<file path="src/hdl/gltp_pkg.sv">
// ----------------------------------------------------------------------------
// gltp_pkg
// Types, character codes and the symbol decode shared by the gate list parser.
// ----------------------------------------------------------------------------
package gltp_pkg;

  localparam int unsigned RADIX      = 83;
  localparam int unsigned GATE_WIRES = 3;
  localparam int unsigned OUT_BITS   = 16;

  localparam logic [7:0] CH_TAB   = 8'h09;
  localparam logic [7:0] CH_LF    = 8'h0a;
  localparam logic [7:0] CH_CR    = 8'h0d;
  localparam logic [7:0] CH_SPACE = 8'h20;
  localparam logic [7:0] CH_HASH  = 8'h23;
  localparam logic [7:0] CH_SEMI  = 8'h3b;
  localparam logic [7:0] CH_TILDE = 8'h7e;

  typedef enum logic [2:0] {
    ERR_NONE  = 3'd0,
    ERR_COUNT = 3'd1,
    ERR_CHAR  = 3'd2,
    ERR_OPEN  = 3'd3,
    ERR_WIDE  = 3'd4
  } err_t;

  typedef struct packed {
    logic       ok;
    logic [6:0] digit;
  } sym_t;

  // map one byte of the 83-symbol alphabet to its digit
  function automatic sym_t symbol_value(input logic [7:0] code);
    sym_t s;
    s.ok    = 1'b1;
    s.digit = 7'd0;
    case (code) inside
      ["0":"9"]: s.digit = 7'(code - 8'h30);
      ["a":"z"]: s.digit = 7'(code - 8'h61 + 8'd10);
      ["A":"Z"]: s.digit = 7'(code - 8'h41 + 8'd36);
      "!":       s.digit = 7'd62;
      "@":       s.digit = 7'd63;
      "#":       s.digit = 7'd64;
      "$":       s.digit = 7'd65;
      "%":       s.digit = 7'd66;
      "^":       s.digit = 7'd67;
      "&":       s.digit = 7'd68;
      "*":       s.digit = 7'd69;
      "(":       s.digit = 7'd70;
      ")":       s.digit = 7'd71;
      "-":       s.digit = 7'd72;
      "_":       s.digit = 7'd73;
      "=":       s.digit = 7'd74;
      "+":       s.digit = 7'd75;
      "[":       s.digit = 7'd76;
      "]":       s.digit = 7'd77;
      "{":       s.digit = 7'd78;
      "}":       s.digit = 7'd79;
      "<":       s.digit = 7'd80;
      ">":       s.digit = 7'd81;
      "?":       s.digit = 7'd82;
      default:   s.ok    = 1'b0;
    endcase
    return s;
  endfunction

endpackage

</file>
<file path="src/hdl/gate_list_text_parser_top.sv">
// ----------------------------------------------------------------------------
// gate_list_text_parser_top
// Character stream parser that emits three-wire gates with a sticky error.
// ----------------------------------------------------------------------------
// One text character is taken per cycle unless out_ready stalls a result, and
// each item yields exactly one result. An input register feeds a single
// decode / multiply-add step that updates the parser state and loads the
// result register; while a result waits on out_ready the input register can
// still take one more item, and in_ready drops only once both registers are
// full, so the sustained rate is one item per cycle while out_ready is high.
// Wire numbers are held WIRE_BITS wide and presented on 16-bit ports; tilde
// prefixes are counted in TILDE_BITS bits.
module gate_list_text_parser_top #(
  parameter int unsigned WIRE_BITS  = 16,
  parameter int unsigned TILDE_BITS = 10
) (
  input  logic        clk,
  input  logic        rst,
  input  logic        in_valid,
  output logic        in_ready,
  input  logic [7:0]  char_code,
  input  logic        end_of_input,
  output logic        out_valid,
  input  logic        out_ready,
  output logic        gate_valid,
  output logic [15:0] wire_a,
  output logic [15:0] wire_b,
  output logic [15:0] wire_c,
  output logic [2:0]  error_code
);
  import gltp_pkg::*;

  localparam int unsigned VAL_BITS = TILDE_BITS + 8;
  localparam int unsigned CMP_BITS = ((VAL_BITS > WIRE_BITS) ? VAL_BITS : WIRE_BITS) + 1;

  // input register
  logic       in_full;
  logic [7:0] char_q;
  logic       eoi_q;

  // parser state
  logic                  in_comment, in_comment_next;
  logic                  at_bol, at_bol_next;
  logic [TILDE_BITS-1:0] tilde_count, tilde_count_next;
  logic [2:0]            number_count, number_count_next;
  logic [WIRE_BITS-1:0]  held_numbers [GATE_WIRES];
  err_t                  sticky_error, sticky_error_next;

  logic                  hold_we;
  logic [1:0]            hold_idx;
  logic [WIRE_BITS-1:0]  hold_val;

  logic                  res_gate;
  err_t                  res_err;

  sym_t                  sym;
  logic [VAL_BITS-1:0]   value;
  logic [CMP_BITS-1:0]   value_ext;
  logic                  too_wide;

  logic advance;

  assign advance  = in_full && (!out_valid || out_ready);
  assign in_ready = !in_full || advance;

  assign sym       = symbol_value(char_q);
  assign value     = VAL_BITS'(sym.digit) + VAL_BITS'(tilde_count) * VAL_BITS'(RADIX);
  assign value_ext = CMP_BITS'(value);
  assign too_wide  = (value_ext >> WIRE_BITS) != '0;

  always_comb begin
    in_comment_next    = in_comment;
    at_bol_next        = at_bol;
    tilde_count_next   = tilde_count;
    number_count_next  = number_count;
    sticky_error_next  = sticky_error;
    hold_we            = 1'b0;
    hold_idx           = number_count[1:0];
    hold_val           = WIRE_BITS'(value);
    res_gate           = 1'b0;
    res_err            = sticky_error;
    if (eoi_q) begin
      if (sticky_error == ERR_NONE && number_count != 3'd0) begin
        res_err = ERR_OPEN;
      end
      in_comment_next    = 1'b0;
      at_bol_next        = 1'b1;
      tilde_count_next   = '0;
      number_count_next  = 3'd0;
      sticky_error_next  = ERR_NONE;
    end else begin
      if (sticky_error == ERR_NONE) begin
        if (in_comment) begin
          if (char_q == CH_LF || char_q == CH_CR) begin
            in_comment_next = 1'b0;
            at_bol_next     = 1'b1;
          end
        end else if (at_bol && char_q == CH_HASH) begin
          in_comment_next = 1'b1;
        end else if (char_q == CH_SEMI) begin
          if (number_count != 3'd0) begin
            if (number_count != 3'(GATE_WIRES)) begin
              sticky_error_next = ERR_COUNT;
            end else begin
              res_gate = 1'b1;
            end
            number_count_next = 3'd0;
          end
          tilde_count_next = '0;
        end else if (char_q == CH_TILDE) begin
          if (&tilde_count) begin
            sticky_error_next = ERR_WIDE;
          end else begin
            tilde_count_next = tilde_count + 1'b1;
          end
          at_bol_next = 1'b0;
        end else if (char_q == CH_LF || char_q == CH_CR) begin
          at_bol_next = 1'b1;
        end else if (char_q == CH_TAB || char_q == CH_SPACE) begin
          // blank, skipped
        end else if (!sym.ok) begin
          sticky_error_next = ERR_CHAR;
        end else begin
          if (too_wide) begin
            sticky_error_next = ERR_WIDE;
          end else begin
            hold_we = number_count < 3'(GATE_WIRES);
            // count saturates one past a full gate
            if (number_count <= 3'(GATE_WIRES)) begin
              number_count_next = number_count + 3'd1;
            end
          end
          tilde_count_next = '0;
          at_bol_next      = 1'b0;
        end
      end
      res_err = sticky_error_next;
      if (sticky_error_next != ERR_NONE) begin
        res_gate = 1'b0;
      end
    end
  end

  always_ff @(posedge clk) begin
    if (rst) begin
      in_full <= 1'b0;
    end else if (in_ready) begin
      in_full <= in_valid;
    end
  end

  always_ff @(posedge clk) begin
    if (in_valid && in_ready) begin
      char_q <= char_code;
      eoi_q  <= end_of_input;
    end
  end

  always_ff @(posedge clk) begin
    if (rst) begin
      in_comment    <= 1'b0;
      at_bol        <= 1'b1;
      tilde_count   <= '0;
      number_count  <= 3'd0;
      sticky_error  <= ERR_NONE;
    end else if (advance) begin
      in_comment    <= in_comment_next;
      at_bol        <= at_bol_next;
      tilde_count   <= tilde_count_next;
      number_count  <= number_count_next;
      sticky_error  <= sticky_error_next;
    end
  end

  always_ff @(posedge clk) begin
    if (advance && hold_we) begin
      held_numbers[hold_idx] <= hold_val;
    end
  end

  always_ff @(posedge clk) begin
    if (rst) begin
      out_valid <= 1'b0;
    end else if (advance) begin
      out_valid <= 1'b1;
    end else if (out_ready) begin
      out_valid <= 1'b0;
    end
  end

  always_ff @(posedge clk) begin
    if (advance) begin
      gate_valid <= res_gate;
      error_code <= res_err;
      if (res_gate) begin
        wire_a <= OUT_BITS'(held_numbers[0]);
        wire_b <= OUT_BITS'(held_numbers[1]);
        wire_c <= OUT_BITS'(held_numbers[2]);
      end else begin
        wire_a <= '0;
        wire_b <= '0;
        wire_c <= '0;
      end
    end
  end

endmodule

</file>
<file path="config.mk">
export PLATFORM = sky130hd
export DESIGN_NAME = gate_list_text_parser_top
export DESIGN_NICKNAME = d
export VERILOG_FILES = /design/src/hdl/gltp_pkg.sv /design/src/hdl/gate_list_text_parser_top.sv
export SDC_FILE = /design/constraint.sdc
export NUM_CORES = 1
export LEC_CHECK = 0
export BUFFER_PORTS_ARGS = -buffer_cell sky130_fd_sc_hd__buf_2
export CAP_MARGIN = 30
export CORE_AREA = 2 2 162 164
export CTS_BUF_LIST = sky130_fd_sc_hd__clkbuf_8
export CTS_CLUSTER_DIAMETER = 50
export CTS_CLUSTER_SIZE = 8
export DETAILED_ROUTE_END_ITERATION = 16
export DIE_AREA = 0 0 164 166
export REMOVE_ABC_BUFFERS = 1
export SYNTH_ARGS = -nofsm -noshare
export SYNTH_HDL_FRONTEND = slang
export SYNTH_SLANG_ARGS = --single-unit
</file>
<file path="constraint.sdc">
create_clock -name clk -period 6.2 [get_ports clk]
set_input_delay 0.31 -clock clk [delete_from_list [all_inputs] [get_ports clk]]
set_output_delay 0.31 -clock clk [all_outputs]
set_load 0.1 [all_outputs]
</file>
==> results.md, run 1 <==
- Outcome: complete, no violations
- First-pass GRT wire length: 26200 um
- Post-synthesis compound-gate area fraction: 11.5%
- Worst Path Arrival: 6.05 ns
- Placed instance area: 8460 sq um
- Gr ovfl total: 0
- Post-CTS Hold Buffers: 0
- Clock share of power: 38.0%
- Most Frequent Cell on Critical Path: ha_1
- EDFF count, synth: 109
- XOR/XNOR share of the synthesized area: 2.66%
- CP max stage cell: fa_1
- Initial Util: 29.5%
- Htree depth: 4
- DR pass1 iterations: 5
- Die Wd: 164 um
- Main synth FF type: edfxtp_1
- Clock Tree Buf Depth: 2
- Avg Inst Size Synth: 11.3 sq um
- Total Power: 2000 uW
- Largest area contributor in the synthesized netlist: edfxtp_1
- Post-route cell area: 9020 sq um
- Synth top area share: 43.3%
- Initial antenna violation count: 0
- HPWL reported at the end of detailed placement: 11600 um
- Flop2flop setup slack: 0.30 ns
- Main combinational cell family by area after synthesis: adder cells
- Die Y-Extent: 166 um
- Cell depth of the worst hold path: 1
- Worst Path Class, Setup: register to register
- Max Cap Violations: 0
- Simple-gate share of the synthesized area: 16.2%
- # rows: 59
- Worst r2r src: char_q[0]
- Routed Antenna Nets: 0
- Port bufs: 66
- HP Start: char_code[2]
- Final number of hold-violating endpoints: 0
- Number of global-route vias before repair: 5128
- 1st-iter DRT viols: 478
- Period utilization: 95.2%
- Setup crit end kind: register
- Crit path largest cell delay: 0.53 ns
- Pwr dens: 222 nW/um^2
- Hold path endpoint: char_q[2]
- Routed WL: 15900 um
- Post-synth ARST share: 0%
- Sequential Power Share: 48.8%
- Synth unique cells: 75
- Unrepaired setup endpoints after global routing: true
- # diodes: 0
- Final setup fails: 0
- Skew-Pair Late Insertion Delay: 0.44 ns
- Largest net degree at the start of global routing: 57
- Clk_skew: 0.0169 ns
- Net Switching: 597 uW
- Area contributors post-synth: edfxtp_1 43%, ha_1 12%, dfxtp_1 5.3%
- Gpl congestion: 0.879
- Drt wl/cell: 14.1 um
- CTS buffer count: 17
- Clock root buffer: clkbuf_8
- Area delta synth->final: 19.2%
- Max Freq: 169 MHz
- Pint: 1400 uW
- RR Endpoint: held_numbers[2][14]
- Synth Cell Area: 7560 sq um
- Worst-path clk slew: 0.09 ns
- Worst Tran Pin Value: 0.701 ns
- FF-to-FF path depth: 25
- Vias: 5261
- Pins Over Slew Limit: 0
- Synthesis Warnings: 0
- Syn Inst Count: 672
- Crit Path Max Fanout: 16
- Final Util: 35.2%
- Synthesized flop and latch total: 129
- Residual DRC: 0
- Number of nets in the layout: 879
- CTS tree: yes
- Crit path time final: 5.90 ns
- Overall routing resource usage: 12.0%
- Combinational share of power: 13.2%
- Clk sinks: 129
- Relative slew margins: 53.3%
- Worst min-delay path class: input port to register
- Net Sw Frac: 29.8%
- I/O pin cnt: 67
- Critical path buffers and inverters: 5
- Worst EP required: 6.34 ns
- Die ar.: 27200 sq um
- CP delay by family, top: adder cells
- Sequential-to-total area share from yosys stat: 48.6%
- Routed vias/inst: 4.67
- Mux cell area share after synthesis: 0.397%
- Core footprint: 25600 sq um
- Layout cells sized above 1: 21.5%
- Adder-cell share of the synthesized area: 16.2%
- Worst vdd ir: 0.000129 V
- CP Launch Type: register
- Leakage: 0.00385 uW
-- logic make-up (layout without fill, tap and decap cells) --
family,Yosys count,count (layout)
simple gates,222,222
flops,129,129
compound gates,125,125
fa+ha+maj,88,88
buf+inv,82,201
xor+xnor,23,23
mux,3,3
-- timing repair --
item                                    in CTS  in global routing
gates resized for setup                      0                 15
setup buffers                                0                 14
hold endpoints to repair                     0                  0
endpoints found under the setup margin       0                 52
-- final cells by class --
type                       count  area, sq um
timing repair buffer         107          676
fill                        2512        16600
clock inverter                15          173
sequential                   129         3670
tap                          335          419
clock buffer                  17          234
multi-input combinational    461         3610
inverter                      62          233
-- worst max-delay path by stage --
stage | from | endpoint | slack [ns] | cells after the start
3_5_place_dp | char_q[4] | held_numbers[2][10] | 0.12 | 24
4_1_cts | char_q[4] | held_numbers[2][14] | 0.09 | 24
2_1_floorplan | char_q[1] | held_numbers[0][0] | -0.06 | 24
6_report | char_q[0] | held_numbers[2][14] | 0.30 | 25
5_1_grt | char_q[0] | held_numbers[2][14] | -0.02 | 25
3_3_place_gp | char_q[4] | held_numbers[2][10] | 0.22 | 24
-- sequential cells by signal, summed over array words and instances (netlist names), 8 cells and up --
signal        flops
wire_c           16
tilde_count      10
wire_a           16
wire_b           16
held_numbers     48
char_q            8
-- cells in the mapped netlist (all sizes together), types with 10 or more instances --
| library cell | instances |
|---|---|
| fa | 17 |
| nor2 | 58 |
| buf | 11 |
| and2 | 55 |
| dfxtp | 20 |
| o21ai | 24 |
| a21oi | 32 |
| xor2 | 10 |
| edfxtp | 109 |
| inv | 62 |
| nor3 | 12 |
| ha | 71 |
| nand2 | 28 |
| xnor2 | 13 |
| nor2b | 10 |
-- metal layers --
layer	up-vias	GRT usage (%)	part of all wire (%)
met5	-	0	0
met4	0	3.51	0.93
met3	19	2.40	4.5
met2	146	19.6	48
met1	2477	16.1	47
li1	2619	-	-
-- cells in the final DEF (no fill, tap or decap), types with 4 or more instances in the layout --
master / n
o21ai_0: 23
a21o_1: 8
nand4_1: 4
o211ai_1: 6
nor3b_1: 4
buf_2: 66
edfxtp_1: 109
o21a_1: 4
nand3_1: 9
fa_1: 17
and3_1: 4
o2111ai_1: 4
dfxtp_1: 20
xnor2_1: 13
inv_6: 6
a211o_1: 4
a21oi_1: 30
inv_1: 59
buf_4: 38
nand2b_1: 7
xor2_1: 10
nor2_1: 56
o31ai_1: 4
ha_2: 4
o22ai_1: 6
nor2b_1: 9
nand2_1: 28
ha_1: 66
and2_1: 54
clkbuf_8: 17
nor3_1: 12
or3_1: 5
-- stage by stage --
step,cells,hold slack (ns),setup TNS (ns),setup WS (ns)
2_1_floorplan,652,0.382,-2.86,-0.0596
3_3_place_gp,1080,0.490,0,0.220
3_5_place_dp,1080,0.489,0,0.118
4_1_cts,1112,0.00238,0,0.0902
5_1_grt,1126,0.00981,-0.445,-0.0245
6_report,1126,0.0354,0,0.299
-- power by group through the flow --
stage	combinational, uW	clock, uW	sequential (uW)
after floorplan	97.9	0	1090
after global placement	253	0	997
after detailed placement	254	0	998
after CTS	254	784	978
after global routing	285	818	979
final	264	759	976
No activity file was read; power rests on OpenSTA's default activity.
==> run 2: changes to the inputs <==
==> constraint.sdc (replaced) <==
create_clock -name clk -period 4.92 [get_ports clk]
set_input_delay 0.492 -clock clk [delete_from_list [all_inputs] [get_ports clk]]
set_output_delay 0.492 -clock clk [all_outputs]
set_load 0.1 [all_outputs]
==> run 2 against run 1 <==
Compared with the run above:
- the run now ends with negative setup slack left
- critical path depth is 10 higher
- power increased by 33%
- final cell count up 13%
- clock skew shrank 0.0015 ns
- first-iteration DRC count decreased by 35%
- clock power up 30%
- die area stayed put
- largest cell class is now multi-input gates
- fmax grew 4.8%
- flip-flop and latch count stayed put
- design area increased by 20%
- via count is 13% higher
==> results.md, run 2 (same netlist as run 1, synthesis figures left out) <==
- Outcome: finished, violations left
- Failing checks: negative setup slack
- Number of nets in the layout: 1030 (+17%)
- Die Wd: 164 um (unchanged)
- Htree depth: 4 (unchanged)
- Worst Tran Pin Value: 0.923 ns (+0.222 ns)
- Period utilization: 114% (+19 points)
- Leakage: 0.00472 uW (+23%)
- Net Sw Frac: 30.4% (+0.53 points)
- Largest Register: held_numbers
- Clock Tree Buf Depth: 2 (unchanged)
- Setup crit end kind: register
- Placed instance area: 9030 sq um (+6.8%)
- Max FFs per register: 48 (unchanged)
- Area delta synth->final: 43.3%
- Crit Path Max Fanout: 5 (-11)
- Final setup fails: 81 (+81)
- Die ar.: 27200 sq um (unchanged)
- Worst r2r src: char_q[4]
- Worst Path Arrival: 5.96 ns (-0.09 ns)
- Vias: 5959 (+13%)
- First-pass GRT wire length: 30100 um (+15%)
- Residual DRC: 0 (unchanged)
- Routed WL: 18800 um (+19%)
- Final Util: 42.3% (+7.1 points)
- Worst Path Class, Setup: register to register
- Worst vdd ir: 0.000182 V (+41%)
- Unrepaired setup endpoints after global routing: true
- Layout cells sized above 1: 42.3% (+21 points)
- Max Freq: 178 MHz (+4.8%)
- Max Cap Violations: 0 (unchanged)
- # diodes: 0 (unchanged)
- Commonest non-fill, non-tap cells in the layout: 162 x buf_4, 109 x edfxtp_1, 66 x buf_2
- CTS buffer count: 17 (unchanged)
- Clk_skew: 0.0154 ns (-0.00155 ns)
- Clk sinks: 129 (unchanged)
- Sequential Power Share: 45.9% (-2.9 points)
- Initial antenna violation count: 0 (unchanged)
- I/O pin cnt: 67 (unchanged)
- Number of global-route vias before repair: 6003 (+17%)
- Overall routing resource usage: 14.0% (+1.9 points)
- Commonest non-fill, non-tap cell in the layout: buf_4
- Worst min-delay path class: input port to register
- DR pass1 iterations: 6 (+1)
- Largest net degree at the start of global routing: 57 (unchanged)
- Crit path time final: 5.63 ns (-0.272 ns)
- Routed Antenna Nets: 0 (unchanged)
- Most Frequent Cell on Critical Path: buf_4
- HPWL reported at the end of detailed placement: 12300 um (+5.3%)
- # rows: 59 (unchanged)
- Worst-path clk slew: 0.10 ns (about the same)
- Post-route cell area: 10800 sq um (+20%)
- Gpl congestion: 0.910 (+3.5%)
- Flop2flop setup slack: -0.71 ns (-1.01 ns)
- Relative slew margins: 37.9% (-15 points)
- CP Launch Type: register
- CP max stage cell: edfxtp_1
- Skew-Pair Late Insertion Delay: 0.44 ns (about the same)
- Net Switching: 810 uW (+36%)
- RR Endpoint: number_count[2]
- Pwr dens: 246 nW/um^2 (+11%)
- Initial Util: 29.5% (unchanged)
- Fillers: 2391 (-4.8%)
- 1st-iter DRT viols: 313 (-35%)
- Crit path launch: char_q[4]
- Combinational share of power: 17.1% (+3.9 points)
- Final number of hold-violating endpoints: 0 (unchanged)
- Dpl ws: -0.992 ns (-1.11 ns)
- Core footprint: 25600 sq um (unchanged)
- Die Y-Extent: 166 um (unchanged)
- Pins Over Slew Limit: 0 (unchanged)
- Clock root buffer: clkbuf_8
- FF-to-FF path depth: 35 (+40%)
- Routed vias/inst: 4.67 (-0.13%)
- End of the critical path: number_count[2]
- CTS tree: yes
- Worst EP required: 5.25 ns (-1.09 ns)
- Drt wl/cell: 14.7 um (+4.5%)
- Crit path largest cell delay: 0.44 ns (-0.09 ns)
- Clock share of power: 37.0% (-1.0 points)
- Port bufs: 66 (unchanged)
- Pint: 1860 uW (+32%)
- Setup ws final: -0.709 ns (-1.01 ns)
- Gr ovfl total: 0 (unchanged)
-- run 2: power groups by stage --
stage	sequential (uW)	clock, uW	combinational (uW)
detailed placement	1250	0	363
global route	1230	1070	486
CTS	1230	1010	425
floorplan	1370	0	123
finish	1230	987	456
global placement	1250	0	362
-- run 2: how the worst min path moves through the flow --
| stage | startpoint | to | cells past startpoint |
|---|---|---|---|
| finish | char_code[6] | char_q[6] | 1 |
| global route | char_code[2] | char_q[2] | 1 |
| CTS | char_code[2] | char_q[2] | 1 |
| detailed placement | held_numbers[1][4] | wire_b[4] | 1 |
| global placement | in_full | out_valid | 2 |
| floorplan | in_full | out_valid | 2 |
-- run 2: final cells by class --
cell class | count | area (sq um) | share of cell area, %
multi-input combinational | 461 | 4150 | 38.3
sequential | 129 | 3670 | 33.9
timing repair buffer | 258 | 1940 | 17.9
tap | 335 | 419 | 3.87
clock buffer | 17 | 234 | 2.16
inverter | 62 | 233 | 2.15
clock inverter | 15 | 186 | 1.72
-- run 2: metal layers --
layer / global-route usage (%) / vias up / wire length [um] / part of all wire [%]
met5: 0 / - / 0 / 0
met3: 2.87 / 60 / 804 / 4.3
met4: 6.10 / 0 / 641 / 3.4
li1: - / 2921 / - / -
met2: 24.1 / 194 / 9290 / 49
met1: 16.7 / 2784 / 8060 / 43
-- run 2: critical path, delay by kind of cell, from the launching register on --
kind,cells,cell delay (ns)
flops,1,0.44
fa+ha+maj,1,0.23
buf+inv,26,3.23
simple gates,4,0.87
compound gates,4,0.73
-- run 2: stage by stage --
step / hold WS, ns / std cells / setup TNS, ns / total power [uW]
floorplan: 0.487 / 652 / -74.65 / 1500
global placement: 0.499 / 1157 / -52.31 / 1610
detailed placement: 0.501 / 1157 / -59.31 / 1610
CTS: 0.190 / 1268 / -37.54 / 2660
global route: 0.179 / 1277 / -63.00 / 2780
finish: 0.219 / 1277 / -43.01 / 2670
-- run 2: timing repair --
action,CTS,global route
buffers inserted,82,9
hold buffers,0,0
setup endpoints to repair,77,93
pin swaps,60,18
cloned,2,0
resized for setup,110,39
endpoints found under the hold margin,0,0
==> run 3: changes to the inputs <==
CELL_PAD_IN_SITES_DETAIL_PLACEMENT = 1   (was default)
CELL_PAD_IN_SITES_GLOBAL_PLACEMENT = 2   (was default)
MAX_ROUTING_LAYER = met4   (was default)
PLACE_DENSITY_LB_ADDON = 0.1   (was default)
==> run 3 against run 2 <==
Compared with the run above:
- the run still ends with negative setup slack left
- clock power increased by 0.4%
- via count decreased by 3.7%
- utilization decreased by 1.1 points
- clock skew increased by 0.0044 ns
- worst setup slack got worse by 0.19 ns
- sequential power about the same
- power decreased by 0.28%
- design area decreased by 2.7%
- sequential share of layout area increased by 0.95 points
==> results.md, run 3 (same netlist as run 1, synthesis figures left out) <==
- Outcome: finished, violations left
- Failing checks: negative setup slack
- Residual DRC: 0 (unchanged)
- Largest net degree at the start of global routing: 57 (unchanged)
- Dpl ws: -1.09 ns (-0.100 ns)
- Die Y-Extent: 166 um (unchanged)
- Crit path largest cell delay: 0.55 ns (+0.11 ns)
- Initial antenna violation count: 0 (unchanged)
- CTS tree: yes
- Crit Path Max Fanout: 8 (+3)
- Number of nets in the layout: 994 (-3.5%)
- Max Freq: 172 MHz (-3.2%)
- Pins Over Slew Limit: 0 (unchanged)
- CTS buffer count: 17 (unchanged)
- # rows: 59 (unchanged)
- Die Wd: 164 um (unchanged)
- Relative slew margins: 54.6% (+17 points)
- Core footprint: 25600 sq um (unchanged)
- Commonest non-fill, non-tap cell in the layout: buf_4
- Die ar.: 27200 sq um (unchanged)
- First-pass GRT wire length: 33700 um (+12%)
- Clk sinks: 129 (unchanged)
- Vias: 5739 (-3.7%)
- Pwr dens: 252 nW/um^2 (+2.5%)
- Worst Path Arrival: 5.97 ns (about the same)
- Overall routing resource usage: 16.6% (+2.7 points)
- Final number of hold-violating endpoints: 0 (unchanged)
- Total Power: 2660 uW (-0.28%)
- Gpl congestion: 0.878 (-3.5%)
- DR pass1 iterations: 4 (-2)
- Unrepaired setup endpoints after global routing: true
- Largest Register: held_numbers
- Routed Antenna Nets: 0 (unchanged)
- Clock Tree Buf Depth: 2 (unchanged)
- Max FFs per register: 48 (unchanged)
- Crit path time final: 5.82 ns (+0.187 ns)
- Final setup fails: 76 (-6.2%)
- Number of global-route vias before repair: 6074 (+1.2%)
- Worst Tran Pin Value: 0.676 ns (-0.246 ns)
- Htree depth: 4 (unchanged)
- Drt wl/cell: 17.2 um (+17%)
- Worst EP required: 5.08 ns (-0.17 ns)
- Clock root buffer: clkbuf_8
- Leakage: 0.00455 uW (-3.6%)
- Setup crit end kind: register
- Clk_skew: 0.0198 ns (+0.00438 ns)
- Skew-Pair Late Insertion Delay: 0.45 ns (about the same)
- Worst Path Class, Setup: register to register
- Layout cells sized above 1: 38.4% (-3.8 points)
- Worst vdd ir: 0.000183 V (+0.18%)
- Placed instance area: 9130 sq um (+1.1%)
- Worst min-delay path class: input port to register
- CP Launch Type: register
- Port bufs: 66 (unchanged)
- Setup ws final: -0.896 ns (-0.187 ns)
- Initial Util: 29.5% (unchanged)
- Period utilization: 118% (+3.8 points)
- HPWL reported at the end of detailed placement: 16100 um (+31%)
- 1st-iter DRT viols: 249 (-20%)
- Commonest non-fill, non-tap cells in the layout: 134 x buf_4, 109 x edfxtp_1, 66 x buf_2
- Routed WL: 21400 um (+14%)
- Worst-path clk slew: 0.09 ns (about the same)
- Max Cap Violations: 0 (unchanged)
- Post-route cell area: 10500 sq um (-2.7%)
- CP max stage cell: fa_1
- Area delta synth->final: 39.4%
- I/O pin cnt: 67 (unchanged)
- WHS: 0.215 ns (-0.00401 ns)
- Routed vias/inst: 4.62 (-0.98%)
- Gr ovfl total: 0 (unchanged)
run 3: metrics by stage:
step | instances | TNS [ns] | util [%]
final | 1242 | -50.35 | 41.2
after global routing | 1241 | -64.19 | 41.1
after floorplan | 652 | -74.65 | -
after CTS | 1227 | -39.54 | 40.3
after global placement | 1170 | -58.49 | 35.6
after detailed placement | 1170 | -64.39 | 35.6
run 3: routing by layer:
metal | up-vias | track usage, % | routed length [um]
li1 | 2838 | - | -
met4 | 0 | 3.81 | 199
met5 | - | - | 0
met2 | 72 | 27.9 | 10600
met3 | 11 | 2.50 | 483
met1 | 2818 | 21.2 | 10100
run 3: worst max-delay path: cells and delay by family, from the launching register on:
kind / cells / cell delay, ns
fa+ha+maj: 5 / 1.75
simple gates: 7 / 1.26
flops: 1 / 0.46
buf+inv: 6 / 0.65
compound gates: 8 / 1.38
run 3: where the power goes:
group          leakage [uW]  total [uW]  internal, uW  switching, uW
combinational       0.00314         444           153            291
sequential          0.00119        1230          1210           13.8
clock              0.000213         991           478            514
total               0.00455        2660          1840            818
run 3: final cells by class:
| class | instances | area, sq um |
|---|---|---|
| timing repair buffer | 222 | 1640 |
| inverter | 62 | 233 |
| clock buffer | 17 | 234 |
| antenna | 1 | 2.50 |
| sequential | 129 | 3670 |
| multi-input combinational | 461 | 4150 |
| clock inverter | 15 | 190 |
| fill | 2787 | 15100 |
| tap | 335 | 419 |
run 3: final timing paths:
| check | startpoint | endpoint | slack, ns | cells after the start |
|---|---|---|---|---|
| worst min-delay path | char_code[4] | char_q[4] | 0.22 | 1 |
| worst min register to register | held_numbers[0][1] | wire_a[1] | 0.52 | 1 |
| worst max register to register | char_q[0] | held_numbers[2][12] | -0.90 | 26 |
| worst max-delay path | char_q[0] | held_numbers[2][12] | -0.90 | 26 |
run 3: repair_timing:
action	CTS	global route
cloned	2	0
pin swaps	43	34
gates resized for setup	105	31
endpoints found under the setup margin	77	83
buffers inserted	29	18
hold endpoints to repair	0	0
hold buffers	0	0
